[src/hw/rtl/bbq_pkg.sv]
// ----------------------------------------------------------------------------
// bbq_pkg: shared types and constants of the bounded blocking queue
// Request and result codes, ring command struct and output buffer sizing.
// ----------------------------------------------------------------------------
package bbq_pkg;

  // Capacity register
  localparam int CAP_W = 5;
  localparam logic [CAP_W-1:0] CAP_RESET = 5'd16;

  // Request codes; the fourth code is rejected
  typedef enum logic [1:0] {
    REQ_PUT  = 2'd0,
    REQ_GET  = 2'd1,
    REQ_PEEK = 2'd2
  } req_type_t;

  // Result codes
  typedef enum logic [1:0] {
    KIND_PUT    = 2'd0,
    KIND_GET    = 2'd1,
    KIND_PEEK   = 2'd2,
    KIND_REJECT = 2'd3
  } result_kind_t;

  // Push/pop command to one ring buffer
  typedef struct packed {
    logic push;
    logic pop;
  } ring_cmd_t;

  // Result buffer: room for two results of one item plus slack
  localparam int RES_DEPTH = 4;
  localparam int RES_PTR_W = 2;
  localparam int RES_CNT_W = 3;

endpackage

[src/hw/rtl/bbq_ifs.sv]
// ----------------------------------------------------------------------------
// bbq_ifs: channel interfaces of the bounded blocking queue
// Request, result and configuration channels with valid/ready handshake.
// ----------------------------------------------------------------------------
interface bbq_req_if #(
  parameter int DATA_WIDTH = 64,
  parameter int TAG_WIDTH  = 8
);
  logic                  valid;
  logic                  ready;
  logic [1:0]            req_type;
  logic [DATA_WIDTH-1:0] item_data;
  logic [TAG_WIDTH-1:0]  op_tag;

  modport source (output valid, req_type, item_data, op_tag, input ready);
  modport sink   (input valid, req_type, item_data, op_tag, output ready);
endinterface

interface bbq_res_if #(
  parameter int DATA_WIDTH = 64,
  parameter int TAG_WIDTH  = 8
);
  logic                  valid;
  logic                  ready;
  logic [1:0]            result_kind;
  logic [TAG_WIDTH-1:0]  result_tag;
  logic [DATA_WIDTH-1:0] result_data;
  logic                  peek_found;
  logic                  last_result;

  modport source (output valid, result_kind, result_tag, result_data, peek_found,
                  last_result, input ready);
  modport sink   (input valid, result_kind, result_tag, result_data, peek_found,
                  last_result, output ready);
endinterface

interface bbq_cfg_if;
  logic       valid;
  logic       ready;
  logic [4:0] capacity;

  modport source (output valid, capacity, input ready);
  modport sink   (input valid, capacity, output ready);
endinterface

[src/hw/rtl/bbq_ram.sv]
// ----------------------------------------------------------------------------
// bbq_ram: generic simple dual-port RAM
// One write port, one read port with registered read data.
// ----------------------------------------------------------------------------
module bbq_ram #(
  parameter int WIDTH = 64,
  parameter int DEPTH = 24
) (
  input  logic                                      clk,
  input  logic                                      we,
  input  logic [(DEPTH > 1 ? $clog2(DEPTH) : 1)-1:0] waddr,
  input  logic [WIDTH-1:0]                          wdata,
  input  logic [(DEPTH > 1 ? $clog2(DEPTH) : 1)-1:0] raddr,
  output logic [WIDTH-1:0]                          rdata
);

  logic [WIDTH-1:0] mem [DEPTH];

  // Write port
  always_ff @(posedge clk) begin
    if (we) begin
      mem[waddr] <= wdata;
    end
  end

  // Registered read
  always_ff @(posedge clk) begin
    rdata <= mem[raddr];
  end

endmodule

[src/hw/rtl/bbq_ring.sv]
// ----------------------------------------------------------------------------
// bbq_ring: ring buffer with head prefetch
// Head pointer and fill count in flops, entries in RAM. The RAM is read at
// the next head every cycle, so the head entry is ready in the cycle after.
// ----------------------------------------------------------------------------
module bbq_ring
  import bbq_pkg::*;
#(
  parameter int WIDTH = 64,
  parameter int DEPTH = 24
) (
  input  logic                           clk,
  input  logic                           rst,
  input  ring_cmd_t                      cmd,
  input  logic [WIDTH-1:0]               push_data,
  output logic [WIDTH-1:0]               head_data,
  output logic [$clog2(DEPTH + 1)-1:0]   count
);

  localparam int IDX_W = (DEPTH > 1) ? $clog2(DEPTH) : 1;
  localparam int CNT_W = $clog2(DEPTH + 1);

  logic [IDX_W-1:0] head;
  logic [IDX_W-1:0] head_inc;
  logic [IDX_W-1:0] head_next;
  logic [CNT_W:0]   tail_sum;
  logic [CNT_W:0]   tail_wrap;
  logic [IDX_W-1:0] wr_addr;
  logic [WIDTH-1:0] ram_rd;
  logic             byp;
  logic [WIDTH-1:0] byp_data;

  // Tail address, wrapped once
  assign tail_sum  = (CNT_W + 1)'(head) + (CNT_W + 1)'(count);
  assign tail_wrap = (tail_sum >= (CNT_W + 1)'(DEPTH)) ?
                     tail_sum - (CNT_W + 1)'(DEPTH) : tail_sum;
  assign wr_addr   = tail_wrap[IDX_W-1:0];

  // Next head
  assign head_inc  = (head == IDX_W'(DEPTH - 1)) ? '0 : head + 1'b1;
  assign head_next = cmd.pop ? head_inc : head;

  // Pointer and count
  always_ff @(posedge clk) begin
    if (rst) begin
      head  <= '0;
      count <= '0;
      byp   <= 1'b0;
    end else begin
      head  <= head_next;
      count <= count + CNT_W'(cmd.push) - CNT_W'(cmd.pop);
      byp   <= cmd.push && (wr_addr == head_next);
    end
  end

  // Write landing on the new head bypasses the RAM read
  always_ff @(posedge clk) begin
    byp_data <= push_data;
  end

  bbq_ram #(
    .WIDTH (WIDTH),
    .DEPTH (DEPTH)
  ) u_ram (
    .clk   (clk),
    .we    (cmd.push),
    .waddr (wr_addr),
    .wdata (push_data),
    .raddr (head_next),
    .rdata (ram_rd)
  );

  assign head_data = byp ? byp_data : ram_rd;

endmodule

[src/hw/rtl/bbq_res_fifo.sv]
// ----------------------------------------------------------------------------
// bbq_res_fifo: result buffer
// Small FIFO taking up to two results per cycle and giving one per handshake.
// ----------------------------------------------------------------------------
module bbq_res_fifo
  import bbq_pkg::*;
#(
  parameter int WIDTH = 76
) (
  input  logic             clk,
  input  logic             rst,
  input  logic [1:0]       wr_n,
  input  logic [WIDTH-1:0] wr0,
  input  logic [WIDTH-1:0] wr1,
  output logic             room,
  output logic             out_valid,
  input  logic             out_ready,
  output logic [WIDTH-1:0] out_data
);

  logic [WIDTH-1:0]     entries [RES_DEPTH];
  logic [RES_PTR_W-1:0] rd_ptr;
  logic [RES_PTR_W-1:0] wr_ptr;
  logic [RES_CNT_W-1:0] count;
  logic [RES_CNT_W-1:0] count_after;
  logic                 pop;

  assign out_valid   = (count != '0);
  assign pop         = out_valid && out_ready;
  assign out_data    = entries[rd_ptr];
  assign count_after = count - RES_CNT_W'(pop);
  // Two free slots needed for one item's results
  assign room        = (count_after <= RES_CNT_W'(RES_DEPTH - 2));

  // Pointers and count
  always_ff @(posedge clk) begin
    if (rst) begin
      rd_ptr <= '0;
      wr_ptr <= '0;
      count  <= '0;
    end else begin
      rd_ptr <= rd_ptr + RES_PTR_W'(pop);
      wr_ptr <= wr_ptr + RES_PTR_W'(wr_n);
      count  <= count_after + RES_CNT_W'(wr_n);
    end
  end

  // Entry writes
  always_ff @(posedge clk) begin
    if (wr_n != 2'd0) begin
      entries[wr_ptr] <= wr0;
    end
    if (wr_n == 2'd2) begin
      entries[wr_ptr + 1'b1] <= wr1;
    end
  end

endmodule

[src/hw/rtl/bbq_ctrl.sv]
// ----------------------------------------------------------------------------
// bbq_ctrl: request register and queue control
// Holds one request, decides it combinationally against the ring heads and
// counts, updates the rings and hands up to two results to the buffer.
// ----------------------------------------------------------------------------
module bbq_ctrl
  import bbq_pkg::*;
#(
  parameter int QUEUE_MAX    = 16,
  parameter int PRODUCER_MAX = 8,
  parameter int CONSUMER_MAX = 8,
  parameter int DATA_WIDTH   = 64,
  parameter int TAG_WIDTH    = 8
) (
  input  logic                                 clk,
  input  logic                                 rst,
  input  logic [CAP_W-1:0]                     capacity,
  input  logic                                 req_valid,
  output logic                                 req_ready,
  input  logic [1:0]                           req_type,
  input  logic [DATA_WIDTH-1:0]                item_data,
  input  logic [TAG_WIDTH-1:0]                 op_tag,
  input  logic                                 room,
  output logic [1:0]                           res_n,
  output logic [DATA_WIDTH+TAG_WIDTH+3:0]      res0,
  output logic [DATA_WIDTH+TAG_WIDTH+3:0]      res1
);

  localparam int STORE_DEPTH = QUEUE_MAX + PRODUCER_MAX;
  localparam int IC_W        = $clog2(STORE_DEPTH + 1);
  localparam int PC_W        = $clog2(PRODUCER_MAX + 1);
  localparam int GC_W        = $clog2(CONSUMER_MAX + 1);

  // Request register
  logic                  in_v;
  logic [1:0]            type_q;
  logic [DATA_WIDTH-1:0] data_q;
  logic [TAG_WIDTH-1:0]  tag_q;
  logic                  fire;

  // Ring state
  ring_cmd_t             item_cmd, pw_cmd, gw_cmd;
  ring_cmd_t             item_req, pw_req, gw_req;
  logic [DATA_WIDTH-1:0] item_head;
  logic [TAG_WIDTH-1:0]  pw_head;
  logic [TAG_WIDTH-1:0]  gw_head;
  logic [IC_W-1:0]       i_cnt;
  logic [PC_W-1:0]       pw_cnt;
  logic [GC_W-1:0]       gw_cnt;

  // Decision
  logic [IC_W-1:0]       cap_eff;
  logic                  at_cap;
  logic                  g_wait;
  logic [1:0]            n;
  result_kind_t          k0, k1;
  logic [TAG_WIDTH-1:0]  t0, t1;
  logic [DATA_WIDTH-1:0] d0, d1;
  logic                  f0;

  assign fire      = in_v && room;
  assign req_ready = !in_v || fire;

  always_ff @(posedge clk) begin
    if (rst) begin
      in_v <= 1'b0;
    end else if (req_valid && req_ready) begin
      in_v <= 1'b1;
    end else if (fire) begin
      in_v <= 1'b0;
    end
  end

  always_ff @(posedge clk) begin
    if (req_valid && req_ready) begin
      type_q <= req_type;
      data_q <= item_data;
      tag_q  <= op_tag;
    end
  end

  // Effective capacity: zero acts as one, clipped at QUEUE_MAX
  always_comb begin
    if (capacity == '0) begin
      cap_eff = IC_W'(1);
    end else if (32'(capacity) > 32'(QUEUE_MAX)) begin
      cap_eff = IC_W'(QUEUE_MAX);
    end else begin
      cap_eff = IC_W'(capacity);
    end
  end

  assign at_cap = (i_cnt >= cap_eff);
  assign g_wait = (gw_cnt != '0);

  // Request decision
  always_comb begin
    item_req = '0;
    pw_req   = '0;
    gw_req   = '0;
    n        = 2'd1;
    k0       = KIND_REJECT;
    t0       = tag_q;
    d0       = '0;
    f0       = 1'b0;
    k1       = KIND_GET;
    t1       = gw_head;
    d1       = data_q;
    case (type_q)
      REQ_PUT: begin
        if ((at_cap && (pw_cnt == PC_W'(PRODUCER_MAX))) ||
            (i_cnt == IC_W'(STORE_DEPTH))) begin
          n = 2'd1;
        end else if (at_cap) begin
          // put waits for a get to make room
          item_req.push = 1'b1;
          pw_req.push   = 1'b1;
          n             = 2'd0;
        end else if (g_wait) begin
          // queue empty: item goes straight to the oldest waiting get
          gw_req.pop = 1'b1;
          k0         = KIND_PUT;
          n          = 2'd2;
        end else begin
          item_req.push = 1'b1;
          k0            = KIND_PUT;
          n             = 2'd1;
        end
      end
      REQ_GET: begin
        if ((i_cnt == '0) || g_wait) begin
          if (gw_cnt == GC_W'(CONSUMER_MAX)) begin
            n = 2'd1;
          end else begin
            gw_req.push = 1'b1;
            n           = 2'd0;
          end
        end else begin
          item_req.pop = 1'b1;
          k0           = KIND_GET;
          d0           = item_head;
          k1           = KIND_PUT;
          t1           = pw_head;
          d1           = '0;
          if (pw_cnt != '0) begin
            pw_req.pop = 1'b1;
            n          = 2'd2;
          end else begin
            n = 2'd1;
          end
        end
      end
      REQ_PEEK: begin
        k0 = KIND_PEEK;
        n  = 2'd1;
        if ((i_cnt != '0) && !g_wait) begin
          d0 = item_head;
          f0 = 1'b1;
        end
      end
      default: begin
        n = 2'd1;
      end
    endcase
  end

  // State changes only when the request is taken
  assign item_cmd = fire ? item_req : '0;
  assign pw_cmd   = fire ? pw_req : '0;
  assign gw_cmd   = fire ? gw_req : '0;

  assign res_n = fire ? n : 2'd0;
  assign res0  = {k0, t0, d0, f0, (n == 2'd1)};
  assign res1  = {k1, t1, d1, 1'b0, 1'b1};

  bbq_ring #(
    .WIDTH (DATA_WIDTH),
    .DEPTH (STORE_DEPTH)
  ) u_items (
    .clk       (clk),
    .rst       (rst),
    .cmd       (item_cmd),
    .push_data (data_q),
    .head_data (item_head),
    .count     (i_cnt)
  );

  bbq_ring #(
    .WIDTH (TAG_WIDTH),
    .DEPTH (PRODUCER_MAX)
  ) u_put_waiters (
    .clk       (clk),
    .rst       (rst),
    .cmd       (pw_cmd),
    .push_data (tag_q),
    .head_data (pw_head),
    .count     (pw_cnt)
  );

  bbq_ring #(
    .WIDTH (TAG_WIDTH),
    .DEPTH (CONSUMER_MAX)
  ) u_get_waiters (
    .clk       (clk),
    .rst       (rst),
    .cmd       (gw_cmd),
    .push_data (tag_q),
    .head_data (gw_head),
    .count     (gw_cnt)
  );

endmodule

[src/hw/rtl/bounded_blocking_queue.sv]
// ----------------------------------------------------------------------------
// bounded_blocking_queue: bounded FIFO with waiting producers and consumers
// Requests (put, get, peek) come in on req, results leave on res, and the
// capacity register is written on cfg.
//
// Usage:
//   req: one request per handshake. A put stores its item; when the queue
//     already holds capacity items its tag waits and completes later, when
//     a get frees a slot. A get with nothing to take waits in turn and is
//     served by the next put. A peek shows the head item.
//   res: zero, one or two results per request; last_result marks the final
//     one. Full waiter queues and unknown codes give a reject result.
//   cfg: capacity, always ready; write it only while the block is idle.
// Timing: a request is registered, decided against the rings, and its
//   results are written to the result buffer, which offers them on res. One
//   request is taken per cycle while the four-entry result buffer has two
//   free slots; a pair of results drains at one per cycle while res is ready.
// Reset: queue and waiter lists empty, capacity 16, result buffer empty.
// Stall: a stalled res fills the result buffer, then req ready drops.
// ----------------------------------------------------------------------------
module bounded_blocking_queue
  import bbq_pkg::*;
#(
  parameter int QUEUE_MAX    = 16,
  parameter int PRODUCER_MAX = 8,
  parameter int CONSUMER_MAX = 8,
  parameter int DATA_WIDTH   = 64,
  parameter int TAG_WIDTH    = 8
) (
  input  logic     clk,
  input  logic     rst,
  bbq_req_if.sink  req,
  bbq_res_if.source res,
  bbq_cfg_if.sink  cfg
);

  localparam int RES_W = DATA_WIDTH + TAG_WIDTH + 4;

  logic [CAP_W-1:0] capacity;
  logic             room;
  logic [1:0]       res_n;
  logic [RES_W-1:0] res0;
  logic [RES_W-1:0] res1;
  logic [RES_W-1:0] out_data;

  // Capacity register
  assign cfg.ready = 1'b1;

  always_ff @(posedge clk) begin
    if (rst) begin
      capacity <= CAP_RESET;
    end else if (cfg.valid && cfg.ready) begin
      capacity <= cfg.capacity;
    end
  end

  bbq_ctrl #(
    .QUEUE_MAX    (QUEUE_MAX),
    .PRODUCER_MAX (PRODUCER_MAX),
    .CONSUMER_MAX (CONSUMER_MAX),
    .DATA_WIDTH   (DATA_WIDTH),
    .TAG_WIDTH    (TAG_WIDTH)
  ) u_ctrl (
    .clk       (clk),
    .rst       (rst),
    .capacity  (capacity),
    .req_valid (req.valid),
    .req_ready (req.ready),
    .req_type  (req.req_type),
    .item_data (req.item_data),
    .op_tag    (req.op_tag),
    .room      (room),
    .res_n     (res_n),
    .res0      (res0),
    .res1      (res1)
  );

  bbq_res_fifo #(
    .WIDTH (RES_W)
  ) u_res_fifo (
    .clk       (clk),
    .rst       (rst),
    .wr_n      (res_n),
    .wr0       (res0),
    .wr1       (res1),
    .room      (room),
    .out_valid (res.valid),
    .out_ready (res.ready),
    .out_data  (out_data)
  );

  // Unpack result entry
  assign res.result_kind = out_data[RES_W-1 -: 2];
  assign res.result_tag  = out_data[DATA_WIDTH+TAG_WIDTH+1 -: TAG_WIDTH];
  assign res.result_data = out_data[DATA_WIDTH+1 -: DATA_WIDTH];
  assign res.peek_found  = out_data[1];
  assign res.last_result = out_data[0];

endmodule

[src/flat_wrapper.sv]
// flat-port wrapper written by rule: the top's interface ports become plain ports
module bounded_blocking_queue_flat import bbq_pkg::*;
#(
  parameter int QUEUE_MAX    = 16,
  parameter int PRODUCER_MAX = 8,
  parameter int CONSUMER_MAX = 8,
  parameter int DATA_WIDTH   = 64,
  parameter int TAG_WIDTH    = 8
)
  (clk, rst, req_valid, req_req_type, req_item_data, req_op_tag, req_ready, res_valid, res_result_kind, res_result_tag, res_result_data, res_peek_found, res_last_result, res_ready, cfg_valid, cfg_capacity, cfg_ready);
  bbq_req_if #(.DATA_WIDTH(DATA_WIDTH), .TAG_WIDTH(TAG_WIDTH)) req_i ();
  bbq_res_if #(.DATA_WIDTH(DATA_WIDTH), .TAG_WIDTH(TAG_WIDTH)) res_i ();
  bbq_cfg_if cfg_i ();
  input  logic clk;
  input  logic rst;
  input wire logic [$bits(req_i.valid)-1:0] req_valid;
  input wire logic [$bits(req_i.req_type)-1:0] req_req_type;
  input wire logic [$bits(req_i.item_data)-1:0] req_item_data;
  input wire logic [$bits(req_i.op_tag)-1:0] req_op_tag;
  output wire logic [$bits(req_i.ready)-1:0] req_ready;
  output wire logic [$bits(res_i.valid)-1:0] res_valid;
  output wire logic [$bits(res_i.result_kind)-1:0] res_result_kind;
  output wire logic [$bits(res_i.result_tag)-1:0] res_result_tag;
  output wire logic [$bits(res_i.result_data)-1:0] res_result_data;
  output wire logic [$bits(res_i.peek_found)-1:0] res_peek_found;
  output wire logic [$bits(res_i.last_result)-1:0] res_last_result;
  input wire logic [$bits(res_i.ready)-1:0] res_ready;
  input wire logic [$bits(cfg_i.valid)-1:0] cfg_valid;
  input wire logic [$bits(cfg_i.capacity)-1:0] cfg_capacity;
  output wire logic [$bits(cfg_i.ready)-1:0] cfg_ready;
  assign req_i.valid = req_valid;
  assign req_i.req_type = req_req_type;
  assign req_i.item_data = req_item_data;
  assign req_i.op_tag = req_op_tag;
  assign req_ready = req_i.ready;
  assign res_valid = res_i.valid;
  assign res_result_kind = res_i.result_kind;
  assign res_result_tag = res_i.result_tag;
  assign res_result_data = res_i.result_data;
  assign res_peek_found = res_i.peek_found;
  assign res_last_result = res_i.last_result;
  assign res_i.ready = res_ready;
  assign cfg_i.valid = cfg_valid;
  assign cfg_i.capacity = cfg_capacity;
  assign cfg_ready = cfg_i.ready;
  bounded_blocking_queue #(.QUEUE_MAX(QUEUE_MAX), .PRODUCER_MAX(PRODUCER_MAX), .CONSUMER_MAX(CONSUMER_MAX), .DATA_WIDTH(DATA_WIDTH), .TAG_WIDTH(TAG_WIDTH)) u_core (.clk(clk), .rst(rst), .req(req_i), .res(res_i), .cfg(cfg_i));
endmodule
[config.mk]
export PLATFORM = sky130hd
export DESIGN_NAME = bounded_blocking_queue_flat
export DESIGN_NICKNAME = d
export VERILOG_FILES = /design/src/hw/rtl/bbq_pkg.sv /design/src/hw/rtl/bbq_ifs.sv /design/src/hw/rtl/bbq_ram.sv /design/src/hw/rtl/bbq_ring.sv /design/src/hw/rtl/bbq_res_fifo.sv /design/src/hw/rtl/bbq_ctrl.sv /design/src/hw/rtl/bounded_blocking_queue.sv /design/src/flat_wrapper.sv
export SDC_FILE = /design/constraint.sdc
export NUM_CORES = 2
export LEC_CHECK = 0
export ABC_CLOCK_PERIOD_IN_PS = 30200
export BUFFER_PORTS_ARGS = -buffer_cell sky130_fd_sc_hd__buf_4
export CAP_MARGIN = 5
export CORE_MARGIN = 3
export CORE_UTILIZATION = 67
export CTS_CLUSTER_SIZE = 40
export DETAILED_ROUTE_END_ITERATION = 7
export MAX_ROUTING_LAYER = met4
export PLACE_DENSITY = 0.82
export SYNTH_ARGS = -nofsm -noshare
export SYNTH_HDL_FRONTEND = slang
export SYNTH_HIERARCHICAL = 1
export SYNTH_SLANG_ARGS = --single-unit
[constraint.sdc]
create_clock -name clk -period 30.2 [get_ports clk]
set_clock_uncertainty 0.1 [all_clocks]
set_input_delay 6.04 -clock clk [delete_from_list [all_inputs] [get_ports clk]]
set_output_delay 6.04 -clock clk [all_outputs]
set_load 0.1 [all_outputs]
==> results.cfg <==
[pwr]
power_density_mw_per_mm2 = 75.7
p_leak_nw = 31.7
ir_worst_vdd_mv = 0.0856

[grt]
met2_usage_pct = 50.0
grt_overflow = 0
use_met3_pct = 5.35
grt_pass1_vias = 47800
grt_use_total_pct = 32.0
grt_max_degree = 110
grt_pass1_wl_um = 311000
grt_busiest_layer = met2
antenna_found_initial = 10
met1_usage_pct = 43.6

[sta]
rsz0062_at_grt = no
max_freq_mhz = 72.3
hold_violations = 0
slew_headroom_pct = 12.6
fin_crit_sh_pct = 45.8
tightest_slew_ps = 1310
setup_viol = 0
fin_crit_ps = 13830
fin_tns_setup_ps = 0
slew_violations = 0

[place]
portBuffers = 161
place_area_mm2 = 0.0922
gp_congestion = 0.785
hpwl_um = 105000
place_inst = 6515

[clock_network]
clockBufferDepth = 3
cts_tree = built
clk_latency_ps = 810
postCtsSetupBuffers = 0
cts_htree_levels = 4
cts_hold_buf = 0
numCtsBuffers = 209
clkSinkCount = 2242
cts_resized = 0
ctsRootBufferMaster = clkbuf_16
path_clk_slew_ps = 60

[route]
wl_per_cell_um = 30.5
ant_nets = 0
vias = 46600
viasPerCell = 6.74
drt_iter0_drc = 6087
drc_errors = 0
drtPass1Iterations = 6
drt-total-wl_um = 211000

[final_layout]
nets = 5101
multiInputGateArea_mm2 = 0.0226
final_core_util_pct = 75.1
nFillCells = 7029
syn2layout_area_growth_pct = 11.0
layout_commonest_cell = edfxtp_1
drive_gt1_share_pct = 24.5
mostFrequentLayoutCells = edfxtp_1 (2,042), mux2i_1 (485), mux2_2 (414)
fin_area_mm2 = 0.0991
seq_area_mm2 = 0.0653
fin_cells = 6912

[critical_path]
setup.worst_path.start_class = primary input
r2r_slack_ps = 23510
cp_max_fo = 3
crit_path_end_kind = primary output
critical_path_class = in -> out
required_ps = 24060
crit_arrival_ps = 7690

[synth]
synth_edf_count = 2042
syn_inst = 4773
yosys.area.top_type = edfxtp_1
synth_ff_type = edfxtp_1
ys_seq_area_share_pct = 73.1
synth.distinct_cells = 76
synth_warnings = 6
ys_ff_latch = 2242
syn_avg_cell_area_um2 = 18.7
synthArstFlopShare_pct = 0
yosysTopAreaCellShare_pct = 68.6
synth.area.top_cells = edfxtp_1 (69%), mux4_2 (5.6%), mux2i_1 (5.4%)
syn_area_mm2 = 0.0893

[die]
start_util_pct = 67.7
die_h_um = 371
die-area_mm2 = 0.138
core_mm2 = 0.132
io_pins = 163
std_cell_rows = 133
die_x_um = 371

[hold_path]
hold_class = reg -> reg

[status]
outcome = finished, final reports clean

[run]
cap_violations = 0
-- worst max-delay path, stage by stage --
cell      delay (ps)
buf_4            110
and2_1           190
ha_1             210
ha_1             180
xor2_1           160
a21oi_1          220
nand2b_1         250
buf_4            330
-- per-layer routing --
layer / share of wire, % / vias to the layer above
met2: 49 / 2956
met3: 11 / 604
met5: 0 / -
li1: - / 19300
met1: 36 / 23700
met4: 3.7 / 0
-- power breakdown --
part	switching, mW	leakage, nW	internal (mW)
Clock	1.12	3.40	1.53
Sequential	0.118	20.2	3.57
Combinational	0.787	8.18	0.387
Total	2.03	31.7	5.48
-- path summary, 6_finish.rpt --
check                        startpoint                                     to  cells after the start
max reg2reg  u_core/u_res_fifo/count[2]  u_core/u_ctrl/u_items/u_ram/rdata[29]                     18
min                  u_core/capacity[0]                     u_core/capacity[0]                      2
min reg2reg          u_core/capacity[0]                     u_core/capacity[0]                      2
max                           res_ready                              req_ready                      8
-- cells by family after synthesis --
| kind of cell | count (synthesis) | share of synthesized area (%) |
|---|---|---|
| AOI/OAI and AO/OA | 239 | 2.00 |
| DFF | 2242 | 73.1 |
| adders and majority gates | 46 | 0.703 |
| buffers and inverters | 314 | 1.95 |
| other | 3 | 0.0126 |
| and+or+nand+nor | 681 | 3.91 |
| muxes | 1215 | 18.0 |
| xor gates and xnor gates | 33 | 0.339 |
-- sequential cells by signal (all words and copies together) (netlist names), 64 cells and up --
name                                   count
u_core/u_ctrl/u_items/u_ram/mem         1536
u_core/u_ctrl/data_q                      64
u_core/u_ctrl/u_items/byp_data            64
u_core/u_ctrl/u_items/u_ram/rdata         64
u_core/u_ctrl/u_get_waiters/u_ram/mem     64
u_core/u_res_fifo/entries                304
u_core/u_ctrl/u_put_waiters/u_ram/mem     64
-- stage by stage --
stage | hold WS, ps | total power [mW] | worst slack, ps
after floorplan | 361 | 4.62 | 16390
after global placement | 391 | 4.88 | 16310
after detailed placement | 394 | 4.91 | 16350
after CTS | 408 | 7.53 | 16350
after global routing | 465 | 7.73 | 16290
final | 402 | 7.51 | 16370
-- Yosys cell counts, types with 20 or more instances --
master / number
mux2_1: 61
edfxtp_1: 2042
mux4_2: 223
xor2_1: 20
dfxtp_1: 200
mux2_2: 414
nand2_1: 214
buf_4: 61
and2_1: 132
ha_1: 39
clkbuf_1: 92
a22oi_1: 158
nand3_1: 117
buf_6: 25
buf_2: 59
nand4_1: 66
nor2_1: 75
inv_1: 52
mux2i_1: 485
mux4_1: 30
-- cell type report --
cell class | count | area share (%)
flip-flops and latches | 2242 | 65.9
multi-input cells | 2218 | 22.8
clock buffers | 276 | 5.79
well taps | 1755 | 2.21
repair buffers | 247 | 1.88
clock inverters | 120 | 1.24
inverters | 53 | 0.216
diodes | 1 | 0.00252
Note: power is estimated with default switching activity, not from simulation.
